**config.mk**
```make
export PLATFORM = sky130hd
export DESIGN_NAME = decimal_digit_string_adder_top_flat
export DESIGN_NICKNAME = d
export VERILOG_FILES = /design/src/dsa_pkg.sv /design/src/dsa_if.sv /design/src/decimal_digit_string_adder_top.sv /design/src/dsa_accum.sv /design/src/dsa_b2d.sv /design/src/dsa_emit.sv /design/src/flat_wrapper.sv
export VERILOG_INCLUDE_DIRS = /design/src /design/src/src
export SDC_FILE = /design/constraint.sdc
export NUM_CORES = 1
export LEC_CHECK = 0
export ABC_CLOCK_PERIOD_IN_PS = 7730
export BUFFER_PORTS_ARGS = -buffer_cell sky130_fd_sc_hd__buf_2
export CAP_MARGIN = 20
export CORE_ASPECT_RATIO = 0.75
export CORE_MARGIN = 2
export CORE_UTILIZATION = 35
export DETAILED_ROUTE_END_ITERATION = 7
export HOLD_SLACK_MARGIN = 0.08
export SLEW_MARGIN = 30
export SYNTH_ARGS = -nofsm -noshare
export SYNTH_HDL_FRONTEND = slang
export SYNTH_HIERARCHICAL = 1
export SYNTH_SLANG_ARGS = --single-unit
```
**constraint.sdc**
```tcl
create_clock -name clk -period 7.73 [get_ports clk]
set_input_delay 1.1595 -clock clk [delete_from_list [all_inputs] [get_ports clk]]
set_output_delay 1.1595 -clock clk [all_outputs]
set_load 0.05 [all_outputs]
```
**src/assert_macros.svh**
```systemverilog
// ----------------------------------------------------------------------------
// assert_macros.svh
// Assertion macros shared by the RTL. They compile to nothing for synthesis.
// ----------------------------------------------------------------------------
`ifndef ASSERT_MACROS_SVH
`define ASSERT_MACROS_SVH

`ifndef SYNTHESIS

// Concurrent implication or plain property, checked on the rising clock edge.
`define DSA_ASSERT(label, clk, rst_n, prop) \
	label: assert property (@(posedge clk) disable iff (!rst_n) prop) \
		else $error("assertion failed");

// A condition that must never hold outside reset.
`define DSA_NEVER(label, clk, rst_n, cond) \
	label: assert property (@(posedge clk) disable iff (!rst_n) !(cond)) \
		else $error("forbidden condition seen");

`else

`define DSA_ASSERT(label, clk, rst_n, prop)
`define DSA_NEVER(label, clk, rst_n, cond)

`endif

`endif

```
**src/dsa_pkg.sv**
```systemverilog
// ----------------------------------------------------------------------------
// dsa_pkg
// Widths, limits and handover types of the decimal digit string adder.
// ----------------------------------------------------------------------------
package dsa_pkg;

	// Binary width of the accumulator, the addend and the saturated sum.
	localparam int unsigned ACC_W = 31;
	localparam int unsigned DIGIT_W = 4;
	localparam int unsigned MAX_DIGITS_DEF = 10;
	// A 31-bit value never has more than ten decimal digits.
	localparam int unsigned DIGITS_CAP = 10;
	localparam logic [63:0] ACC_MAX64 = 64'd2147483647;

	// Saturation limit: the smaller of 2^31-1 and 10^max_digits-1.
	function automatic logic [ACC_W-1:0] sat_limit(input int unsigned max_digits);
		logic [63:0] p;
		p = 64'd1;
		for (int unsigned i = 0; i < max_digits && i < 19; i++) begin
			p = p * 64'd10;
		end
		p = p - 64'd1;
		if (p > ACC_MAX64) begin
			p = ACC_MAX64;
		end
		return p[ACC_W-1:0];
	endfunction

	// Number of decimal digits kept for the sum.
	function automatic int unsigned num_digits(input int unsigned max_digits);
		return (max_digits < DIGITS_CAP) ? max_digits : DIGITS_CAP;
	endfunction

	// Saturated sum handed from the accumulator to the converter.
	typedef struct packed {
		logic             go;
		logic             ovf;
		logic [ACC_W-1:0] value;
	} start_t;

	// Completion strobe from the converter to the emitter.
	typedef struct packed {
		logic go;
		logic ovf;
	} conv_t;

endpackage

```
**src/dsa_if.sv**
```systemverilog
// ----------------------------------------------------------------------------
// dsa_if
// Valid/ready channels for incoming digit requests and outgoing sum digits.
// ----------------------------------------------------------------------------
interface dsa_in_if;
	logic                            valid;
	logic                            ready;
	logic [dsa_pkg::DIGIT_W-1:0]     digit;
	logic                            last_digit;
	logic [dsa_pkg::ACC_W-1:0]       addend;

	modport source (output valid, output digit, output last_digit, output addend,
		input ready);
	modport sink (input valid, input digit, input last_digit, input addend,
		output ready);
endinterface

interface dsa_out_if;
	logic                            valid;
	logic                            ready;
	logic [dsa_pkg::DIGIT_W-1:0]     sum_digit;
	logic                            last_of_sum;
	logic                            overflow;

	modport source (output valid, output sum_digit, output last_of_sum,
		output overflow, input ready);
	modport sink (input valid, input sum_digit, input last_of_sum, input overflow,
		output ready);
endinterface

```
**src/decimal_digit_string_adder_top.sv**
```systemverilog
// ----------------------------------------------------------------------------
// decimal_digit_string_adder_top
// Decimal digits arrive most significant first, one request each, and are
// folded into a saturating binary accumulator as acc*10+digit. The request
// marked last_digit also carries a binary addend; the block adds it, clamps
// the sum at min(2^31-1, 10^MAX_DIGITS-1) and returns the sum's decimal
// digits most significant first, without leading zeros (zero gives one 0),
// with last_of_sum on the final digit and overflow on every digit when the
// accumulator or the sum saturated. A digit that is not last leaves the input
// ready. After the last digit, input is held off while the sum is formed,
// while the bit-serial binary to BCD converter runs, for the handover, while
// leading zeros of the digits kept (min(MAX_DIGITS,10) positions) are skipped
// and while the digits are emitted, longer while the sink stalls; the
// shift-and-add-three converter is the longest step unless the sink stalls.
// The input takes the next request once the final sum digit has been taken.
// ----------------------------------------------------------------------------
`include "assert_macros.svh"

module decimal_digit_string_adder_top #(
	parameter int unsigned MAX_DIGITS = dsa_pkg::MAX_DIGITS_DEF
) (
	input  logic      clk,
	input  logic      arst_n,
	dsa_in_if.sink    num,
	dsa_out_if.source sum
);

	localparam int unsigned NDIG = dsa_pkg::num_digits(MAX_DIGITS);

	// The handovers between the three stages travel as structs, with the BCD digits as a plain vector.
	dsa_pkg::start_t   start;
	dsa_pkg::conv_t    done;
	logic [4*NDIG-1:0] bcd;
	logic              pending;
	logic              conv_busy;
	logic              emit_busy;
	logic              take;

	// One number is in flight at a time: requests are held off from the last
	// digit until the final sum digit has left the output register.
	assign num.ready = !(pending | conv_busy | emit_busy);
	assign take      = num.valid & num.ready;

	dsa_accum #(
		.MAX_DIGITS(MAX_DIGITS)
	) u_accum (
		.clk       (clk),
		.arst_n    (arst_n),
		.take      (take),
		.digit     (num.digit),
		.last_digit(num.last_digit),
		.addend    (num.addend),
		.start     (start),
		.pending   (pending)
	);

	dsa_b2d #(
		.MAX_DIGITS(MAX_DIGITS)
	) u_b2d (
		.clk   (clk),
		.arst_n(arst_n),
		.start (start),
		.bcd   (bcd),
		.done  (done),
		.busy  (conv_busy)
	);

	// The emitter's output register decouples the sink from the shifter.
	dsa_emit #(
		.MAX_DIGITS(MAX_DIGITS)
	) u_emit (
		.clk        (clk),
		.arst_n     (arst_n),
		.bcd        (bcd),
		.done       (done),
		.ready      (sum.ready),
		.valid      (sum.valid),
		.sum_digit  (sum.sum_digit),
		.last_of_sum(sum.last_of_sum),
		.overflow   (sum.overflow),
		.busy       (emit_busy)
	);

	// No new request is taken while sum digits are still being delivered.
	`DSA_ASSERT(a_no_take_while_emit, clk, arst_n, sum.valid |-> !num.ready)
	// The last digit closes the input until its sum has gone out.
	`DSA_ASSERT(a_last_blocks_input, clk, arst_n, take && num.last_digit |=> !num.ready)
	// After the final digit is taken no further digit follows at once.
	`DSA_ASSERT(a_quiet_after_last, clk, arst_n,
		sum.valid && sum.ready && sum.last_of_sum |=> !sum.valid)
	// The converter only ever produces decimal digits.
	`DSA_NEVER(a_digit_decimal, clk, arst_n, sum.valid && sum.sum_digit > 4'd9)

endmodule

```
**src/dsa_accum.sv**
```systemverilog
// ----------------------------------------------------------------------------
// dsa_accum
// Folds digits into a saturating binary accumulator and forms the final sum.
// ----------------------------------------------------------------------------
module dsa_accum #(
	parameter int unsigned MAX_DIGITS = dsa_pkg::MAX_DIGITS_DEF
) (
	input  logic                            clk,
	input  logic                            arst_n,
	input  logic                            take,
	input  logic [dsa_pkg::DIGIT_W-1:0]     digit,
	input  logic                            last_digit,
	input  logic [dsa_pkg::ACC_W-1:0]       addend,
	output dsa_pkg::start_t                 start,
	output logic                            pending
);

	localparam int unsigned ACC_W = dsa_pkg::ACC_W;
	localparam int unsigned PROD_W = ACC_W + 4;
	localparam logic [ACC_W-1:0] LIMIT = dsa_pkg::sat_limit(MAX_DIGITS);

	logic [ACC_W-1:0]  acc_q;
	logic              sat_q;
	logic              fin_q;
	logic [ACC_W-1:0]  addend_q;

	logic [PROD_W-1:0] prod;
	logic              prod_over;
	logic [ACC_W-1:0]  fold;
	logic [ACC_W:0]    sum;
	logic              sum_over;

	// acc*10 + digit as acc*8 + acc*2 + digit.
	always_comb begin
		prod = ({4'b0, acc_q} << 3) + ({4'b0, acc_q} << 1)
			+ {{(PROD_W-dsa_pkg::DIGIT_W){1'b0}}, digit};
		prod_over = prod > {4'b0, LIMIT};
		fold = prod_over ? LIMIT : prod[ACC_W-1:0];
		sum = {1'b0, acc_q} + {1'b0, addend_q};
		sum_over = sum > {1'b0, LIMIT};
	end

	always_ff @(posedge clk or negedge arst_n) begin
		if (!arst_n) begin
			acc_q <= '0;
			sat_q <= 1'b0;
			fin_q <= 1'b0;
		end else if (take) begin
			acc_q <= fold;
			sat_q <= sat_q | prod_over;
			fin_q <= last_digit;
		end else if (fin_q) begin
			acc_q <= '0;
			sat_q <= 1'b0;
			fin_q <= 1'b0;
		end
	end

	always_ff @(posedge clk) begin
		if (take && last_digit) begin
			addend_q <= addend;
		end
	end

	assign start.go    = fin_q;
	assign start.ovf   = sat_q | sum_over;
	assign start.value = sum_over ? LIMIT : sum[ACC_W-1:0];
	assign pending     = fin_q;

endmodule

```
**src/dsa_b2d.sv**
```systemverilog
// ----------------------------------------------------------------------------
// dsa_b2d
// Bit-serial binary to BCD converter (shift and add-three, one bit a cycle).
// ----------------------------------------------------------------------------
module dsa_b2d #(
	parameter int unsigned MAX_DIGITS = dsa_pkg::MAX_DIGITS_DEF
) (
	input  logic                      clk,
	input  logic                      arst_n,
	input  dsa_pkg::start_t           start,
	output logic [4*dsa_pkg::num_digits(MAX_DIGITS)-1:0] bcd,
	output dsa_pkg::conv_t            done,
	output logic                      busy
);

	localparam int unsigned ACC_W = dsa_pkg::ACC_W;
	localparam int unsigned NDIG = dsa_pkg::num_digits(MAX_DIGITS);
	localparam int unsigned BCD_W = 4 * NDIG;
	localparam int unsigned CNT_W = $clog2(ACC_W);

	logic [ACC_W-1:0] bin_q;
	logic [BCD_W-1:0] bcd_q;
	logic [CNT_W-1:0] cnt_q;
	logic             run_q;
	logic             done_q;
	logic             ovf_q;
	logic [BCD_W-1:0] adj;

	// Every digit of five or more gets three added before the shift.
	always_comb begin
		for (int unsigned i = 0; i < NDIG; i++) begin
			adj[4*i +: 4] = (bcd_q[4*i +: 4] >= 4'd5) ? bcd_q[4*i +: 4] + 4'd3
				: bcd_q[4*i +: 4];
		end
	end

	always_ff @(posedge clk or negedge arst_n) begin
		if (!arst_n) begin
			run_q  <= 1'b0;
			done_q <= 1'b0;
			cnt_q  <= '0;
		end else begin
			done_q <= 1'b0;
			if (start.go) begin
				run_q <= 1'b1;
				cnt_q <= '0;
			end else if (run_q) begin
				cnt_q <= cnt_q + 1'b1;
				if (cnt_q == CNT_W'(ACC_W - 1)) begin
					run_q  <= 1'b0;
					done_q <= 1'b1;
				end
			end
		end
	end

	always_ff @(posedge clk) begin
		if (start.go) begin
			bin_q <= start.value;
			bcd_q <= '0;
			ovf_q <= start.ovf;
		end else if (run_q) begin
			bin_q <= bin_q << 1;
			bcd_q <= {adj[BCD_W-2:0], bin_q[ACC_W-1]};
		end
	end

	assign bcd      = bcd_q;
	assign done.go  = done_q;
	assign done.ovf = ovf_q;
	assign busy     = run_q | done_q;

endmodule

```
**src/dsa_emit.sv**
```systemverilog
// ----------------------------------------------------------------------------
// dsa_emit
// Shifts BCD digits out most significant first, dropping leading zeros.
// ----------------------------------------------------------------------------
module dsa_emit #(
	parameter int unsigned MAX_DIGITS = dsa_pkg::MAX_DIGITS_DEF
) (
	input  logic                      clk,
	input  logic                      arst_n,
	input  logic [4*dsa_pkg::num_digits(MAX_DIGITS)-1:0] bcd,
	input  dsa_pkg::conv_t            done,
	input  logic                      ready,
	output logic                      valid,
	output logic [dsa_pkg::DIGIT_W-1:0] sum_digit,
	output logic                      last_of_sum,
	output logic                      overflow,
	output logic                      busy
);

	localparam int unsigned NDIG = dsa_pkg::num_digits(MAX_DIGITS);
	localparam int unsigned BCD_W = 4 * NDIG;
	localparam int unsigned LEFT_W = $clog2(NDIG + 1);

	logic [BCD_W-1:0]  sh_q;
	logic [LEFT_W-1:0] left_q;
	logic              act_q;
	logic              seen_q;
	logic              ovf_q;
	logic              ov_q;
	logic [3:0]        dig_q;
	logic              last_q;
	logic              oflow_q;

	logic [3:0]        top;
	logic              skip;
	logic              emit_go;
	logic              final_dig;

	always_comb begin
		top = sh_q[BCD_W-1 -: 4];
		final_dig = left_q == LEFT_W'(1);
		skip = act_q && !seen_q && top == 4'd0 && !final_dig;
		emit_go = act_q && !skip && (!ov_q || ready);
	end

	always_ff @(posedge clk or negedge arst_n) begin
		if (!arst_n) begin
			act_q  <= 1'b0;
			seen_q <= 1'b0;
			left_q <= '0;
			ov_q   <= 1'b0;
		end else begin
			if (done.go) begin
				act_q  <= 1'b1;
				seen_q <= 1'b0;
				left_q <= LEFT_W'(NDIG);
			end else if (skip || emit_go) begin
				left_q <= left_q - 1'b1;
				if (emit_go) begin
					seen_q <= 1'b1;
					if (final_dig) begin
						act_q <= 1'b0;
					end
				end
			end
			if (emit_go) begin
				ov_q <= 1'b1;
			end else if (ready) begin
				ov_q <= 1'b0;
			end
		end
	end

	always_ff @(posedge clk) begin
		if (done.go) begin
			sh_q  <= bcd;
			ovf_q <= done.ovf;
		end else if (skip || emit_go) begin
			sh_q <= sh_q << 4;
		end
		if (emit_go) begin
			dig_q   <= top;
			last_q  <= final_dig;
			oflow_q <= ovf_q;
		end
	end

	assign valid       = ov_q;
	assign sum_digit   = dig_q;
	assign last_of_sum = last_q;
	assign overflow    = oflow_q;
	assign busy        = act_q | ov_q;

endmodule
```
**src/flat_wrapper.sv**
```systemverilog
// flat-port wrapper written by rule: the top's interface ports become plain ports
module decimal_digit_string_adder_top_flat 
#(
	parameter int unsigned MAX_DIGITS = dsa_pkg::MAX_DIGITS_DEF
)
  (clk, arst_n, num_valid, num_digit, num_last_digit, num_addend, num_ready, sum_valid, sum_sum_digit, sum_last_of_sum, sum_overflow, sum_ready);
  dsa_in_if num_i ();
  dsa_out_if sum_i ();
  input  logic clk;
  input  logic arst_n;
  input wire logic [$bits(num_i.valid)-1:0] num_valid;
  input wire logic [$bits(num_i.digit)-1:0] num_digit;
  input wire logic [$bits(num_i.last_digit)-1:0] num_last_digit;
  input wire logic [$bits(num_i.addend)-1:0] num_addend;
  output wire logic [$bits(num_i.ready)-1:0] num_ready;
  output wire logic [$bits(sum_i.valid)-1:0] sum_valid;
  output wire logic [$bits(sum_i.sum_digit)-1:0] sum_sum_digit;
  output wire logic [$bits(sum_i.last_of_sum)-1:0] sum_last_of_sum;
  output wire logic [$bits(sum_i.overflow)-1:0] sum_overflow;
  input wire logic [$bits(sum_i.ready)-1:0] sum_ready;
  assign num_i.valid = num_valid;
  assign num_i.digit = num_digit;
  assign num_i.last_digit = num_last_digit;
  assign num_i.addend = num_addend;
  assign num_ready = num_i.ready;
  assign sum_valid = sum_i.valid;
  assign sum_sum_digit = sum_i.sum_digit;
  assign sum_last_of_sum = sum_i.last_of_sum;
  assign sum_overflow = sum_i.overflow;
  assign sum_i.ready = sum_ready;
  decimal_digit_string_adder_top #(.MAX_DIGITS(MAX_DIGITS)) u_core (.clk(clk), .arst_n(arst_n), .num(num_i), .sum(sum_i));
endmodule
```
==> metrics.md <==
| Metric | Value |
|---|---|
| Die area | `37030 um2` |
| Hold_buf cts | `0` |
| Row Count | `slightly below 60` |
| Syn nets | `1372` |
| Crit path time final | `around 4.2 ns` |
| Vias per cell | `between 5 and 6` |
| Commonest non-fill, non-tap cell in the layout | `ha_1` |
| PortBufs | `47` |
| Unrepaired setup endpoints after global routing | `false` |
| Largest net degree at the start of global routing | `slightly below 90` |
| Worst Setup SP | `num_digit[3]` |
| Yosys reg bits | `197` |
| Yosys Warn Count | `6` |
| Final Setup Violations | `0` |
| CTS tree | `yes` |
| Fin. Hold Viols | `0` |
| Maximum fanout along the worst path | `22` |
| Final WL | `around 27000 um` |
| Core area | `between 30000 and 40000 um2` |
| CTS root buf | `clkbuf_16` |
| EDFF count, synth | `110` |
| Die span in x | `~220 um` |
| Routability cong. | `just under 0.9` |
| Register area share after synthesis | `a little over two fifths` |
| Initial antenna violation count | `0` |
| Startpoint types | `input pin` |
| Main synth FF type | `edfxtp_1` |
| 1st-iter DRT viols | `between 800 and 900` |
| Antenna viol nets, final | `0` |
| DRC viols | `3` |
| Final period util | `54.57%` |
| Worst setup path category | `in -> reg` |
| Worst-Margin Slew | `between 0.9 and 1 ns` |
| # Post-CTS Setup Buffers | `0` |
| GRT Residual Overflow | `0` |
| Clock skew | `~0.010 ns` |
| Mapped Area | `around 12000 um2` |
| Global-route wire length before repair | `around 45000 um` |
| Hold Startpoint | `u_core/u_b2d/ovf_q$_DFFE_PP_` |
| Initial Utilization | `between 30% and 40%` |
| Max Clk Rate | `roughly 240 MHz` |
| Crit path capture type | `flop` |
| Post-Syn Instances | `between 1000 and 1500` |
| Number of vias in the routed layout | `around 9200` |
| Synth cell types | `79` |
| Ranking of synthesized cells by area | `edfxtp_1, ha_1, dfrtp_1` |
| Resized Gates After CTS | `0` |
| Clock-pin transition on the worst setup and hold timing paths | `roughly 0.07 ns` |
| Die span in y | `around 170 um` |
| Max cap viols | `0` |
| Ant diodes | `0` |
| Global Route Usage Sum | `approximately 15%` |
| Max-slew violations | `0` |
| CTS H-tree depth | `4` |
| Fin nets | `approximately 1400` |
| Syn_area_per_cell | `a little over 10 um2` |
| Setup tns final | `0 ns` |
| # IOs | `48` |
| R2r startpoint | `u_core/u_accum/acc_q[0]$_DFFE_PN0P_` |
| Cell taking the most area after synthesis | `edfxtp_1` |
| Clock sink count | `~200` |
| Status | `finished with violations` |
| CTS buffer count | `17` |
| Failing checks | `design-rule violations` |
| WL/cell | `between 15 and 20 um` |
| Pre-antenna DRT Iters | `8` |
| Maximum root-to-sink buffer count | `2` |
| Hpwl dp | `slightly below 20000 um` |
| Ratio of cells with drive above 1 in the final layout | `~16%` |
| Arrival time of the worst setup path | `4.50 ns` |
| Yosys top cell area share | `a little over a quarter` |
| Worst-skew pair later-pin latency | `0.45 ns` |
| Synth-to-layout area growth | `9.519%` |
| Max transition margin | `approximately 34%` |
| Worst min-delay path category | `reg -> reg` |
| Most frequent cells in the layout | `ha_1, a21oi_1, edfxtp_1, nand2_1, inv_1` |
| Data required time of the worst path | `around 8 ns` |
| Vias in the first global route | `~8700` |
| Async SR Flop Fraction | `23.86%` |
-- sequential cells by signal (all words and copies together) (netlist names), 4 cells and up --
register                 flops
u_core/u_b2d/bin_q          31
u_core/u_emit/sum_digit      4
u_core/u_b2d/cnt_q           5
u_core/u_accum/acc_q        31
u_core/u_accum/addend_q     31
u_core/u_b2d/bcd            40
u_core/u_emit/left_q         4
u_core/u_emit/sh_q          40
-- cell usage after synthesis, types with 27 or more instances --
cell type / count
ha_1: 116
a21oi_1: 111
edfxtp_1: 110
nand2_1: 80
inv_1: 72
mux2_2: 67
nor2_1: 57
o21ai_0: 56
dfrtp_1: 47
dfxtp_1: 40
a21o_1: 33
nand3_1: 30
a31oi_1: 28
xnor2_1: 27
-- metal layers --
layer	vias to the layer above	part of all wire [%]	global-route usage, %
met4	0	1.0	4.583
met3	14	4.8	2.474
met1	4400	53	22.55
li1	4593	-	-
met5	-	0	0
met2	211	41	21.85
-- per-stage QoR --
step / hold WS, ns / area, um2 / worst slack (ns) / utilization [%] / cells
6_report: 0.4279 / 13600 / 3.512 / 39.04 / 1707
5_1_grt: 0.4414 / 13600 / 3.369 / 39.04 / 1707
4_1_cts: 0.4317 / 13600 / 3.576 / 39.04 / 1707
3_5_place_dp: 0.4142 / 13060 / 3.109 / 37.47 / 1675
3_3_place_gp: 0.4102 / 13060 / 3.153 / 37.47 / 1675
2_1_floorplan: 0.4003 / 12420 / 3.857 / - / 1213
-- final cells by class --
class	count	area, um2
sequential	197	5285
inverter	72	270.3
timing repair buffer	56	302.8
fill	3395	21240
clock inverter	13	116.4
tap	457	571.8
clock buffer	19	432.9
multi-input combinational	893	6625
-- critical path, cell delays in order --
cell       delay, ns
buf_2           0.07
inv_1           0.04
fa_1            0.41
inv_1           0.07
ha_1            0.26
nor2b_1         0.16
o31a_1          0.30
o311ai_2        0.40
a21oi_1         0.26
o2111ai_2       0.27
o21ai_1         0.17
nor3_4          0.38
buf_4           0.37
a41oi_1         0.16
-- final timing paths --
check / slack [ns] / depth (start not counted) / to
max: 3.51 / 14 / u_core/u_accum/acc_q[12]$_DFFE_PN0P_
min in group asynchronous: 0.84 / 2 / u_core/u_accum/acc_q[26]$_DFFE_PN0P_
max reg2reg: 3.79 / 11 / u_core/u_b2d/bin_q[24]$_DFFE_PP_
min: 0.43 / 0 / u_core/u_emit/ovf_q$_DFFE_PP_
max in group asynchronous: 6.35 / 2 / u_core/u_accum/pending$_DFF_PN0_
min reg2reg: 0.43 / 0 / u_core/u_emit/ovf_q$_DFFE_PP_
-- cells by family (layout without fill, tap and decap cells) --
family	Yosys count	count (layout)	synth area share, %
xor+xnor	49	49	3.455
flops	197	197	42.51
compound gates	369	369	19.61
fa+ha+maj	119	119	12.17
buf+inv	123	160	4.230
simple gates	286	286	11.71
mux	70	70	6.315
Power is not shown: default switching activity piles up to over one toggle a cycle in this logic, so the estimate is an artifact.
